`config.mk`:
```
export PLATFORM = sky130hd
export DESIGN_NAME = polyd_queue
export DESIGN_NICKNAME = d
export VERILOG_FILES = /design/src/hw/rtl/polyd_queue.sv
export SDC_FILE = /design/constraint.sdc
export NUM_CORES = 1
export LEC_CHECK = 0
export BUFFER_PORTS_ARGS = -buffer_cell sky130_fd_sc_hd__buf_2
export CELL_PAD_IN_SITES_DETAIL_PLACEMENT = 0
export CELL_PAD_IN_SITES_GLOBAL_PLACEMENT = 2
export CORE_UTILIZATION = 41
export DETAILED_ROUTE_END_ITERATION = 7
export PLACE_DENSITY_LB_ADDON = 0.05
export RECOVER_POWER = 25
export REMOVE_ABC_BUFFERS = 1
export SLEW_MARGIN = 20
export SYNTH_ARGS = -nofsm -noshare
export SYNTH_HDL_FRONTEND = slang
export SYNTH_SLANG_ARGS = --single-unit
```
`constraint.sdc`:
```
create_clock -name clock -period 2.4 [get_ports clock]
set_input_delay 0.24 -clock clock [delete_from_list [all_inputs] [get_ports clock]]
set_output_delay 0.24 -clock clock [all_outputs]
set_load 0.05 [all_outputs]
```
`src/hw/rtl/polyd_queue.sv`:
```
// Short register queue between the front and back parts of the core.
// Generic width and depth; depends on nothing else.
`default_nettype none
module polyd_queue #(
   parameter int WIDTH = 8,
   parameter int DEPTH = 4
) (
   input  wire logic             clock,
   input  wire logic             reset,
   input  wire logic             push,
   input  wire logic [WIDTH-1:0] push_data,
   input  wire logic             pop,
   output logic      [WIDTH-1:0] pop_data,
   output logic                  full,
   output logic                  empty
);
   localparam int AW = (DEPTH > 1) ? $clog2(DEPTH) : 1;
   localparam int CW = $clog2(DEPTH + 1);

   logic [WIDTH-1:0] mem_ff [DEPTH];
   logic [AW-1:0]    wr_ptr_ff, wr_ptr_in, rd_ptr_ff, rd_ptr_in;
   logic [CW-1:0]    count_ff, count_in;
   logic             do_push, do_pop;

   assign full     = (count_ff == CW'(DEPTH));
   assign empty    = (count_ff == '0);
   assign do_push  = push && !full;
   assign do_pop   = pop && !empty;
   assign pop_data = mem_ff[rd_ptr_ff];

   always_comb begin
      wr_ptr_in = wr_ptr_ff;
      rd_ptr_in = rd_ptr_ff;
      count_in  = count_ff;
      if (do_push) begin
         wr_ptr_in = (wr_ptr_ff == AW'(DEPTH - 1)) ? '0 : wr_ptr_ff + AW'(1);
      end
      if (do_pop) begin
         rd_ptr_in = (rd_ptr_ff == AW'(DEPTH - 1)) ? '0 : rd_ptr_ff + AW'(1);
      end
      if (do_push && !do_pop) begin
         count_in = count_ff + CW'(1);
      end else if (do_pop && !do_push) begin
         count_in = count_ff - CW'(1);
      end
   end

   always_ff @(posedge clock) begin
      if (reset) begin
         wr_ptr_ff <= '0;
         rd_ptr_ff <= '0;
         count_ff  <= '0;
      end else begin
         wr_ptr_ff <= wr_ptr_in;
         rd_ptr_ff <= rd_ptr_in;
         count_ff  <= count_in;
      end
   end

   always_ff @(posedge clock) begin
      if (do_push) begin
         mem_ff[wr_ptr_ff] <= push_data;
      end
   end
endmodule
`default_nettype wire

```
==> flow_metrics.env <==
export IMPL_clock_network_latency_to_the_later_pin_of_the_worst_skew_pair_ps=280
export IMPL_n_antenna_cell=0
export IMPL_synth_area_mux_share_pct=12.2
export IMPL_routed_wl_mm=2.40
export IMPL_dieHeight_um=65.4
export IMPL_route_vias_total=826
export IMPL_synthAdderAreaFrac_pct=5.78
export IMPL_final_fill_count=342
export IMPL_final_net_count=136
export IMPL_design_portCount=22
export IMPL_final_period_minus_worst_setup_slack_ps=2190
export IMPL_timing_clock_skew_ps=3.82
export IMPL_port_buffer_count=21
export IMPL_maxCapViolations=0
export IMPL_layout_common_cells="32 x edfxtp_1, 15 x buf_2, 8 x mux4_2"
export IMPL_grt_remaining_overflow=0
export IMPL_largest_family_of_logic_cells_by_synthesized_area="multiplexers"
export IMPL_hp_class="in2reg"
export IMPL_grt_start_max_net_pins=13
export IMPL_groute_usage_overall_pct=13.3
export IMPL_worst_setup_hold_path_clk_slew_ps=70
export IMPL_synth_top_area_cell="edfxtp_1"
export IMPL_grt_setup_unrepaired="false"
export IMPL_clock_tree_root_cell="clkbuf_8"
export IMPL_critPathRequiredTime_ps=2620
export IMPL_cts_htree_levels=2
export IMPL_synth_simple_gate_area_share_pct=5.70
export IMPL_initial_core_util_pct=44.0
export IMPL_most_instantiated_flip_flop_cell_in_the_synthesis_netlist="edfxtp_1"
export IMPL_syn_inst=92
export IMPL_clock_path_buffers=2
export IMPL_async_flop_share_pct=0
export IMPL_grt_pass1_vias=871
export IMPL_clkSinkCount=41
export IMPL_mappedNetlistArea_um2=1650
export IMPL_synth_edf_count=32
export IMPL_routed_via_density=4.98
export IMPL_outcome="finished clean"
export IMPL_synth_compound_area_share_pct=3.04
export IMPL_hold_viol_final=0
export IMPL_cp_max_fo=5
export IMPL_synth_top_cell_area_share_pct=58.4
export IMPL_max_slew_margin_pct=64.0
export IMPL_row_count=22
export IMPL_final_setup_tns_ps=0
export IMPL_cts_buffers_inserted=5
export IMPL_synth_sequential_area_ratio_pct=69.4
export IMPL_synth_yosys_warnings=0
export IMPL_place_area_um2=1790
export IMPL_crit_path_end_kind="flip-flop"
export IMPL_drt_first_pass_iters=4
export IMPL_ys_ff_latch=41
export IMPL_route_detailed_wl_per_inst_um=14.4
export IMPL_worst_setup_path_start_kind="flip-flop"
export IMPL_die_width_um=65.4
export IMPL_gp_congestion=0.686
export IMPL_core_area_um2=3740
export IMPL_setup_violations_final=0
export IMPL_design_die_area_um2=4270
export IMPL_drt_iter0_markers=17
export IMPL_final_common_cell="edfxtp_1"
export IMPL_arrival_ps=2410
export IMPL_synth_top_cells_by_area="edfxtp_1 58%, dfxtp_1 11%, mux4_2 11%"
export IMPL_drc=0
export IMPL_wire_length_of_the_first_global_routing_pass_mm=4.01
export IMPL_timing_worst_slew_pin_value_ps=540
export IMPL_place_hpwl_mm=1.69
export IMPL_timing_worst_setup_path_type="reg2reg"
export IMPL_post_cts_repair_setup_buffers=0
export IMPL_power_per_cell_area_nw_per_um2=1080
export IMPL_synthXorXnorAreaFrac_pct=1.06
export IMPL_maxSlewViolCount=0
export IMPL_vdd_drop_max_mv=0.505
export IMPL_layout_area_overhead_vs_synth_pct=13.7
export IMPL_yosys_cell_types_count=26
export IMPL_cts_tree="done"
export IMPL_layout_cell_area_non_filler_um2=1870
export IMPL_static_leakage_power_nw=0.677
export IMPL_grt_antenna_before_repair=0
export IMPL_drt_antenna_violating_nets=0
export IMPL_final_period_utilization_pct=91.3
export IMPL_layout_cell_share_with_drive_strength_beyond_1_pct=34.7
export IMPL_fmax_mhz=456
export IMPL_syn_area_cell_um2=17.9
[layout make-up]
| class | instances | area (um^2) | area share (%) |
|---|---|---|---|
| well taps | 48 | 60.1 | 3.21 |
| repair buffers | 22 | 105 | 5.62 |
| multi-input cells | 42 | 457 | 24.4 |
| flip-flops and latches | 41 | 1140 | 61.1 |
| inverters | 5 | 23.8 | 1.27 |
| clock buffers | 5 | 68.8 | 3.68 |
| clock inverters | 3 | 12.5 | 0.669 |
[sequential cells by signal, summed over array words and instances, names as in the netlist, named ones only]
| register | count |
|---|---|
| mem_ff | 32 |
| count_ff | 3 |
| rd_ptr_ff | 2 |
| wr_ptr_ff | 2 |
[metrics by stage]
step                util (%)  hold WS [ps]  total power [W]  worst slack (ps)  instances
floorplan                  -           309          0.00148              86.7         88
global placement        47.9           452          0.00163               206        158
detailed placement      47.9           457          0.00164               160        158
CTS                     50.1           156          0.00205               136        166
global route            50.0           176          0.00213              23.3        166
finish                  50.0           175          0.00202               208        166
[worst max-delay path: stages, from the launching register on]
cell and delay, ps:
dfxtp_1 350, or3b_1 240, clkinv_4 70, nor2_2 130, ha_1 200, inv_1 60, fa_1 380, xor2_1 160
or3_2 400, a21oi_1 140
[synth_stat cells, types with 2 or more instances]
cell type / count
a21oi_1: 3
and3_2: 4
dfxtp_1: 9
edfxtp_1: 32
ha_1: 6
inv_1: 4
mux2i_1: 2
mux4_2: 8
nand3_1: 2
nor2_1: 3
nor3_1: 2
o31ai_2: 2
xor2_1: 2
[power by group]
group	leakage [nW]	total (W)	switching (W)	internal [W]
logic	0.266	0.000659	0.000424	0.000235
clock network	0.0430	0.000410	0.000214	0.000195
registers	0.368	0.000954	0.0000850	0.000869
[worst paths after layout]
path                         endpoint  cells after the start                       from  slack [ps]
max          count_ff[2]$_SDFFE_PP0P_                      9   count_ff[2]$_SDFFE_PP0P_         210
min            mem_ff[1][7]$_DFFE_PP_                      1               push_data[7]         170
max reg2reg  count_ff[2]$_SDFFE_PP0P_                      9   count_ff[2]$_SDFFE_PP0P_         210
min reg2reg                 flip-flop                      2  rd_ptr_ff[0]$_SDFFE_PP0P_         510
[kinds of logic after synthesis]
logic type | count (synthesis)
DFF | 41
and+or+nand+nor | 16
muxes | 10
buffers and inverters | 9
AOI/OAI and AO/OA | 7
adders and majority gates | 7
xor gates and xnor gates | 2
[per-layer routing]
layer	vias to the layer above	wire length (um)	GRT usage [%]
li1	399	-	-
met1	404	1020	15.4
met2	18	1220	22.2
met3	5	115	4.17
met4	0	41	6.52
met5	-	0	0
[repair_timing]
| item | 4_1_cts | 5_1_grt |
|---|---|---|
| resized for setup | 0 | 2 |
| setup endpoints to repair | 0 | 1 |
| hold buffers | 0 | 0 |
No activity file was read; power rests on OpenSTA's default activity.
