==> config.mk <==
export PLATFORM = sky130hd
export DESIGN_NAME = polyd_front
export DESIGN_NICKNAME = d
export VERILOG_FILES = /design/src/hw/rtl/polyd_pkg.sv /design/src/hw/rtl/polyd_front.sv
export SDC_FILE = /design/constraint.sdc
export NUM_CORES = 1
export LEC_CHECK = 0
export BUFFER_PORTS_ARGS = -buffer_cell sky130_fd_sc_hd__buf_2
export CAP_MARGIN = 20
export CELL_PAD_IN_SITES_DETAIL_PLACEMENT = 0
export CELL_PAD_IN_SITES_GLOBAL_PLACEMENT = 1
export CORE_ASPECT_RATIO = 0.75
export CORE_MARGIN = 2
export CORE_UTILIZATION = 30
export CTS_BUF_LIST = sky130_fd_sc_hd__clkbuf_4 sky130_fd_sc_hd__clkbuf_8
export DETAILED_ROUTE_END_ITERATION = 10
export GPL_TIMING_DRIVEN = 0
export PLACE_DENSITY = 0.69
export REMOVE_ABC_BUFFERS = 1
export SYNTH_ARGS = -nofsm -noshare
export SYNTH_HDL_FRONTEND = slang
export SYNTH_SLANG_ARGS = --single-unit
export TNS_END_PERCENT = 1
==> constraint.sdc <==
create_clock -name clock -period 9.6 [get_ports clock]
set_clock_uncertainty 0.2 [all_clocks]
set_input_delay 0.48 -clock clock [delete_from_list [all_inputs] [get_ports clock]]
set_output_delay 0.48 -clock clock [all_outputs]
set_load 0.01 [all_outputs]
==> src/hw/rtl/polyd_pkg.sv <==
// Package for the polygon boundary distance core.
// Holds the edge flag word, the back-end state codes and default sizes.
// No dependencies.
`default_nettype none
package polyd_pkg;

   localparam int COORD_BITS_DEF = 16;
   localparam int QUEUE_DEPTH    = 4;

   // Per-edge control carried through the queue with the coordinates.
   typedef struct packed {
      logic start;   // first edge of a polygon: minimum restarts
      logic emit;    // closing edge: result word follows the update
   } edge_flags_type;

   typedef enum logic [7:0] {
      ST_IDLE   = 8'b0000_0001,
      ST_DIFF   = 8'b0000_0010,
      ST_PROD   = 8'b0000_0100,
      ST_SUM    = 8'b0000_1000,
      ST_SQR    = 8'b0001_0000,
      ST_SQSUM  = 8'b0010_0000,
      ST_DIV    = 8'b0100_0000,
      ST_UPDATE = 8'b1000_0000
   } back_state_type;

endpackage
`default_nettype wire

==> src/hw/rtl/polyd_front.sv <==
// Front part: takes vertex words, tracks the polygon and issues edges.
// Depends on polyd_pkg for the edge flag word.
`default_nettype none
module polyd_front
   import polyd_pkg::*;
#(
   parameter int COORD_BITS = COORD_BITS_DEF
) (
   input  wire logic                         clock,
   input  wire logic                         reset,
   input  wire logic                         req_valid,
   output logic                              req_stall,
   input  wire logic signed [COORD_BITS-1:0] req_query_x,
   input  wire logic signed [COORD_BITS-1:0] req_query_y,
   input  wire logic signed [COORD_BITS-1:0] req_vertex_x,
   input  wire logic signed [COORD_BITS-1:0] req_vertex_y,
   input  wire logic                         req_last_vertex,
   input  wire logic                         queue_full,
   output logic                              edge_push,
   output edge_flags_type                    edge_flags,
   output logic signed [COORD_BITS-1:0]      edge_qx,
   output logic signed [COORD_BITS-1:0]      edge_qy,
   output logic signed [COORD_BITS-1:0]      edge_sx,
   output logic signed [COORD_BITS-1:0]      edge_sy,
   output logic signed [COORD_BITS-1:0]      edge_ex,
   output logic signed [COORD_BITS-1:0]      edge_ey
);
   logic signed [COORD_BITS-1:0] first_x_ff, first_y_ff, prev_x_ff, prev_y_ff;
   logic signed [COORD_BITS-1:0] held_qx_ff, held_qy_ff;
   logic mid_ff, mid_in, start_pend_ff, start_pend_in, close_pend_ff, close_pend_in;
   logic accept;

   // The closing edge follows the last vertex once the queue has room.
   assign req_stall = close_pend_ff || queue_full;
   assign accept    = req_valid && !req_stall;

   always_comb begin
      edge_push     = 1'b0;
      edge_flags    = '0;
      edge_qx       = held_qx_ff;
      edge_qy       = held_qy_ff;
      edge_sx       = prev_x_ff;
      edge_sy       = prev_y_ff;
      edge_ex       = req_vertex_x;
      edge_ey       = req_vertex_y;
      mid_in        = mid_ff;
      start_pend_in = start_pend_ff;
      close_pend_in = close_pend_ff;
      if (close_pend_ff) begin
         edge_ex    = first_x_ff;
         edge_ey    = first_y_ff;
         edge_flags.emit = 1'b1;
         if (!queue_full) begin
            edge_push     = 1'b1;
            close_pend_in = 1'b0;
         end
      end else if (accept) begin
         if (!mid_ff) begin
            if (req_last_vertex) begin
               // A lone vertex: the degenerate edge gives its point distance.
               edge_push       = 1'b1;
               edge_flags      = '{start: 1'b1, emit: 1'b1};
               edge_qx         = req_query_x;
               edge_qy         = req_query_y;
               edge_sx         = req_vertex_x;
               edge_sy         = req_vertex_y;
            end else begin
               mid_in        = 1'b1;
               start_pend_in = 1'b1;
            end
         end else begin
            edge_push        = 1'b1;
            edge_flags.start = start_pend_ff;
            start_pend_in    = 1'b0;
            if (req_last_vertex) begin
               mid_in        = 1'b0;
               close_pend_in = 1'b1;
            end
         end
      end
   end

   always_ff @(posedge clock) begin
      if (reset) begin
         mid_ff        <= 1'b0;
         start_pend_ff <= 1'b0;
         close_pend_ff <= 1'b0;
      end else begin
         mid_ff        <= mid_in;
         start_pend_ff <= start_pend_in;
         close_pend_ff <= close_pend_in;
      end
   end

   always_ff @(posedge clock) begin
      if (accept) begin
         prev_x_ff <= req_vertex_x;
         prev_y_ff <= req_vertex_y;
         if (!mid_ff) begin
            first_x_ff <= req_vertex_x;
            first_y_ff <= req_vertex_y;
            held_qx_ff <= req_query_x;
            held_qy_ff <= req_query_y;
         end
      end
   end
endmodule
`default_nettype wire

==> reports/qor.yml, run 1 <==
status: "complete, no violations"
cts_buffers: 9
grt_pass1_wl_um: 13340
power_uw: 871.2
dieHeight_um: 108.5
dp_hpwl_um: 6274
r2r_slack_ns: 7.39
setup_viol: 0
io_pins: 169
power_density_mw_per_mm2: 152.0
switching_share_pct: 22.65
die_area_mm2: 0.01555
p_comb_share_pct: 13.6
post-route-min-period_ns: 3.660
clk_pin_slew_worst_paths_ns: 0.09
drt-vias-per-instance: 4.304
nets: 469
rsz0062_at_grt: "false"
hold_violations: 0
firstDrtPassIters: 4
cts-root-buf: "clkbuf_8"
critPathKind: "flop to primary output"
core_mm2: 0.01436
relSlewSlack_pct: 50.00
die_w_um: 143.3
gp_congestion: 0.7042
grt.total_usage_pct: 11.38
p_leak_nw: 2.389
vias: 2604
h-tree-depth: 3
arrival_ns: 2.98
hp-class: "primary input to flop"
ys_seq_area_share_pct: 67.37
grt_pass1_vias: 2511
antenna_found_initial: 0
finalCritPeriodShare_pct: 38.12
power.internal_uw: 673.9
wl_per_cell_um: 14.69
drt_iter0_markers: 62
seqPwrFrac_pct: 57.5
cts_tree: "done"
clock.fmax_ghz: 0.2732
cp_cell_sequence: "buf_12, nor4b_4, nand2_4, buf_16, mux2_4, buf_2"
cts_sinks: 99
cts.hold.buffers_added: 0
post_cts_buffers: 0
rows: 38
cap_violations: 0
yosys.cell_types.count: 18
instances_no_fill: 605
synth-seq-cells: 99
setup.worst_path.start_class: "flop"
worstPathRequired_ns: 8.92
netlist_instances: 223
worst_slew_pin_slew_ns: 0.7468
syn_to_final_growth_pct: 31.19
cts_resized: 0
clockBufferDepth: 2
synth_area_mm2: 0.004368
avgSynthCellArea_um2: 19.59
ant_nets: 0
vdd_drop_max_v: 0.00008047
max_stage_delay_ns: 0.70
port_buffers: 168
start_util_pct: 30.42
gr-total-overflow: 0
cpMaxStageDelayCell: "nor4b_4"
crit_fanout: 34
fillers: 1377
endpoint_kind: "primary output"
dp_cells: 589
diodes: 0
drive_gt1_share_pct: 71.85
wl_um: 8887
drv_slew: 0
switchingPower_uw: 197.4
drc: 0
grt_max_degree: 35
clkPwrFrac_pct: 28.9
clk_latency_ns: 0.36
synth-warning-count: 0
## synthesized netlist by cell type
library cell	n	area share, %
o21ai_0	1	0.11
inv_1	2	0.17
buf_6	6	1.5
dfxtp_1	3	1.4
edfxtp_1	96	66
a32oi_1	1	0.20
nand3_1	1	0.11
nand2_1	3	0.26
a211oi_1	2	0.34
buf_2	2	0.23
clkbuf_1	3	0.26
mux2_4	38	13
or2_2	1	0.14
nor2_1	2	0.17
nor3b_2	1	0.29
mux2_2	58	15
a21oi_1	2	0.23
nor4b_4	1	0.54
## per-stage QoR
| stage | area, um^2 | util (%) | setup slack [ns] | TNS, ns | hold WS [ns] |
|---|---|---|---|---|---|
| after global routing | 5731 | 39.91 | 5.722 | 0 | 0.05702 |
| final | 5731 | 39.91 | 5.940 | 0 | 0.09109 |
| after detailed placement | 5548 | 38.64 | 6.254 | 0 | 0.3171 |
| after CTS | 5731 | 39.91 | 5.823 | 0 | 0.05052 |
| after global placement | 5370 | 37.40 | -0.7155 | -43.63 | 0.2996 |
| after floorplan | 4279 | - | 2.689 | 0 | 0.2884 |
## layout by cell type, fill, tap and decap left out
cell type   netlist  final
a21oi_1           2      2
edfxtp_1         96     96
buf_6             6      4
buf_8             0      1
a211oi_1          2      2
nor3b_4           0      1
nand2_1           3      2
buf_16            0      3
clkinvlp_4        0      1
dfxtp_2           0      1
mux2_2           58     58
a32oi_1           1      1
nor2_1            2      2
inv_1             2      2
clkinv_1          0      3
nor4b_4           1      1
clkbuf_8          0      9
or2_2             1      1
clkinv_2          0      2
nand2_4           0      1
buf_2             2    168
o21ai_0           1      1
mux2_4           38     38
buf_12            0      1
bufinv_16         0      1
dfxtp_1           3      2
nand3_1           1      1
## area by class of cell
type	count	area, um^2	share of cell area [%]
clock buffer	9	123.9	2.162
clock inverter	7	58.81	1.026
inverter	2	7.507	0.1310
multi-input combinational	111	1343	23.43
sequential	99	2944	51.38
tap	200	250.2	4.367
timing repair buffer	177	1003	17.51
## state kept, by name, summed over array words and instances, names as in the netlist
register and flops:
first_y_ff 16, close_pend_ff 1, start_pend_ff 1, mid_ff 1
held_qx_ff 16, prev_y_ff 16, held_qy_ff 16, prev_x_ff 16
first_x_ff 16
## routing by layer
metal	track usage [%]	vias up	wire length [um]
met4	4.272	0	132
li1	-	1235	-
met3	4.562	11	635
met1	14.40	1259	4052
met2	17.63	99	4068
met5	0	-	0
## kinds of logic (layout without fill, tap and decap cells)
logic type / Yosys count / after routing / synth area share (%)
AO/OA/AOI/OAI: 6 / 6 / 0.8878
AND/OR/NAND/NOR: 9 / 9 / 1.518
multiplexers: 96 / 96 / 28.02
buffers and inverters: 13 / 195 / 2.206
flip-flops: 99 / 99 / 67.37
## worst paths after layout
path	end	cells past startpoint	startpoint
max	edge_qy[8]	6	close_pend_ff$_SDFF_PP0_
min reg2reg	start_pend_ff$_SDFFE_PP0P_	2	start_pend_ff$_SDFFE_PP0P_
min	close_pend_ff$_SDFF_PP0_	2	reset
max reg2reg	first_y_ff[10]$_DFFE_PP_	4	close_pend_ff$_SDFF_PP0_
## worst max-delay path: cells and delay by family, from the launching register on
family	cells	cell delay, ns
buffers and inverters	3	0.68
DFF	1	0.37
and+or+nand+nor	2	1.19
muxes	1	0.33
## power groups by stage
stage          Combinational [mW]  Sequential (mW)  Clock, mW
6_report                    0.119            0.501      0.252
5_1_grt                     0.129            0.503      0.284
4_1_cts                     0.121            0.501      0.270
3_5_place_dp                0.121            0.511          0
3_3_place_gp                0.115            0.513          0
2_1_floorplan              0.0626            0.511          0
Note: power is estimated with default switching activity, not from simulation.
==> inputs of run 2 (changes only) <==
clock period = 3.5 ns   (was 9.6 ns; I/O delays follow)
==> reports/qor.yml, run 2 (same netlist as run 1, synthesis figures left out) <==
wl_um: 9503  # +6.9%
setup.worst_path.start_class: "flop"
dp_hpwl_um: 6274  # unchanged
critPathKind: "flop to primary output"
setup_viol: 0  # unchanged
hold_violations: 0  # unchanged
clockBufferDepth: 2  # unchanged
finalCritPeriodShare_pct: 83.15
p_leak_nw: 2.681  # +12%
final_cell_mix: "168 x buf_2, 96 x edfxtp_1, 67 x dlygate4sd3_1"
ant_nets: 0  # unchanged
relSlewSlack_pct: 50.45  # +0.45 points
cts_sinks: 99  # unchanged
cts_buffers: 9  # unchanged
syn_to_final_growth_pct: 46.89
crit_fanout: 34  # unchanged
gp_congestion: 0.7042  # unchanged
h-tree-depth: 3  # unchanged
fin_tns_setup_ns: 0  # unchanged
cts-root-buf: "clkbuf_8"
worstPathRequired_ns: 3.12  # -5.80 ns
vias: 2860  # +9.8%
hp-class: "primary input to flop"
drt-vias-per-instance: 4.243  # -1.4%
endpoint_kind: "primary output"
io_pins: 169  # unchanged
min_from: "queue_full"
crit_start: "close_pend_ff$_SDFF_PP0_"
grt_pass1_wl_um: 14280  # +7.0%
hold_ws_ns: 0.09767  # +0.006582 ns
fin_util_pct: 44.68  # +4.8 points
drc: 0  # unchanged
port_buffers: 168  # unchanged
rows: 38  # unchanged
grt.total_usage_pct: 12.07  # +0.69 points
post-route-min-period_ns: 2.910
antenna_found_initial: 0  # unchanged
power_density_mw_per_mm2: 382.1  # +150%
die_area_mm2: 0.01555  # unchanged
cts_tree: "done"
cap_violations: 0  # unchanged
die_w_um: 143.3  # unchanged
firstDrtPassIters: 4  # unchanged
clk_pin_slew_worst_paths_ns: 0.09  # about the same
arrival_ns: 2.54  # -0.44 ns
drv_slew: 0  # unchanged
nets: 538  # +15%
diodes: 0  # unchanged
rsz0062_at_grt: "false"
drt_iter0_markers: 75  # +21%
worst_slew_pin_slew_ns: 0.7424  # -0.004378 ns
clock.fmax_ghz: 0.3436
dieHeight_um: 108.5  # unchanged
core_mm2: 0.01436  # unchanged
wl_per_cell_um: 14.10  # -4.0%
start_util_pct: 30.42  # unchanged
status: "complete, no violations"
drive_gt1_share_pct: 61.81  # -10 points
grt_max_degree: 35  # unchanged
clk_latency_ns: 0.36  # about the same
vdd_drop_max_v: 0.0002181  # +170%
final_common_cell: "buf_2"
r2r_start: "close_pend_ff$_SDFF_PP0_"
gr-total-overflow: 0  # unchanged
grt_pass1_vias: 2808  # +12%
## run 2: path summary, 6_finish.rpt
check                           slack [ns]  cells after the start                         end
worst max-delay path                  0.59                      6                  edge_qy[8]
worst min-delay path                   0.1                      2     prev_x_ff[12]$_DFFE_PP_
worst max register to register        1.15                      5    close_pend_ff$_SDFF_PP0_
worst min register to register        0.33                      2  start_pend_ff$_SDFFE_PP0P_
## run 2: report_power, final
part	internal, mW	leakage (nW)	switching, mW	total (mW)
clock network	0.321	0.0915	0.370	0.691
registers	1.36	0.921	0.0139	1.37
logic	0.218	1.67	0.169	0.387
total	1.90	2.68	0.553	2.45
## run 2: cell type report
class / count / area, um^2
clock buffers: 9 / 123.9
multi-input cells: 111 / 1343
flip-flops and latches: 99 / 2944
fillers: 1311 / 7943
repair buffers: 246 / 1689
clock inverters: 7 / 58.81
well taps: 200 / 250.2
inverters: 2 / 7.507
## run 2: routing by layer
metal	vias to the layer above	track usage, %	share of wire [%]
li1	1369	-	-
met1	1379	14.65	45
met2	99	19.86	48
met3	13	4.384	5.8
met4	0	4.412	1.6
met5	-	0	0
## run 2: what timing repair did
item / CTS / global route
hold endpoints to repair: 99 / 0
endpoints found under the setup margin: 0 / 34
hold buffers: 67 / 0
setup buffers: 0 / 2
gates resized for setup: 0 / 0
## run 2: worst max-delay path, stage by stage, from the launching register on
cell and delay [ns]:
dfxtp_2 0.37, buf_12 0.20, nor4b_4 0.36, nand2_4 0.39, buf_16 0.33, mux2_4 0.33, buf_2 0.14
## run 2: through the flow
step	setup WS [ns]	total power [mW]	instance area [um^2]	cells
final	0.5899	2.451	6416	674
after global routing	0.4566	2.572	6416	674
after CTS	0.02818	2.504	6401	672
after detailed placement	0.4849	1.732	5548	589
after global placement	-6.510	1.723	5370	580
after floorplan	-3.106	1.572	4279	212
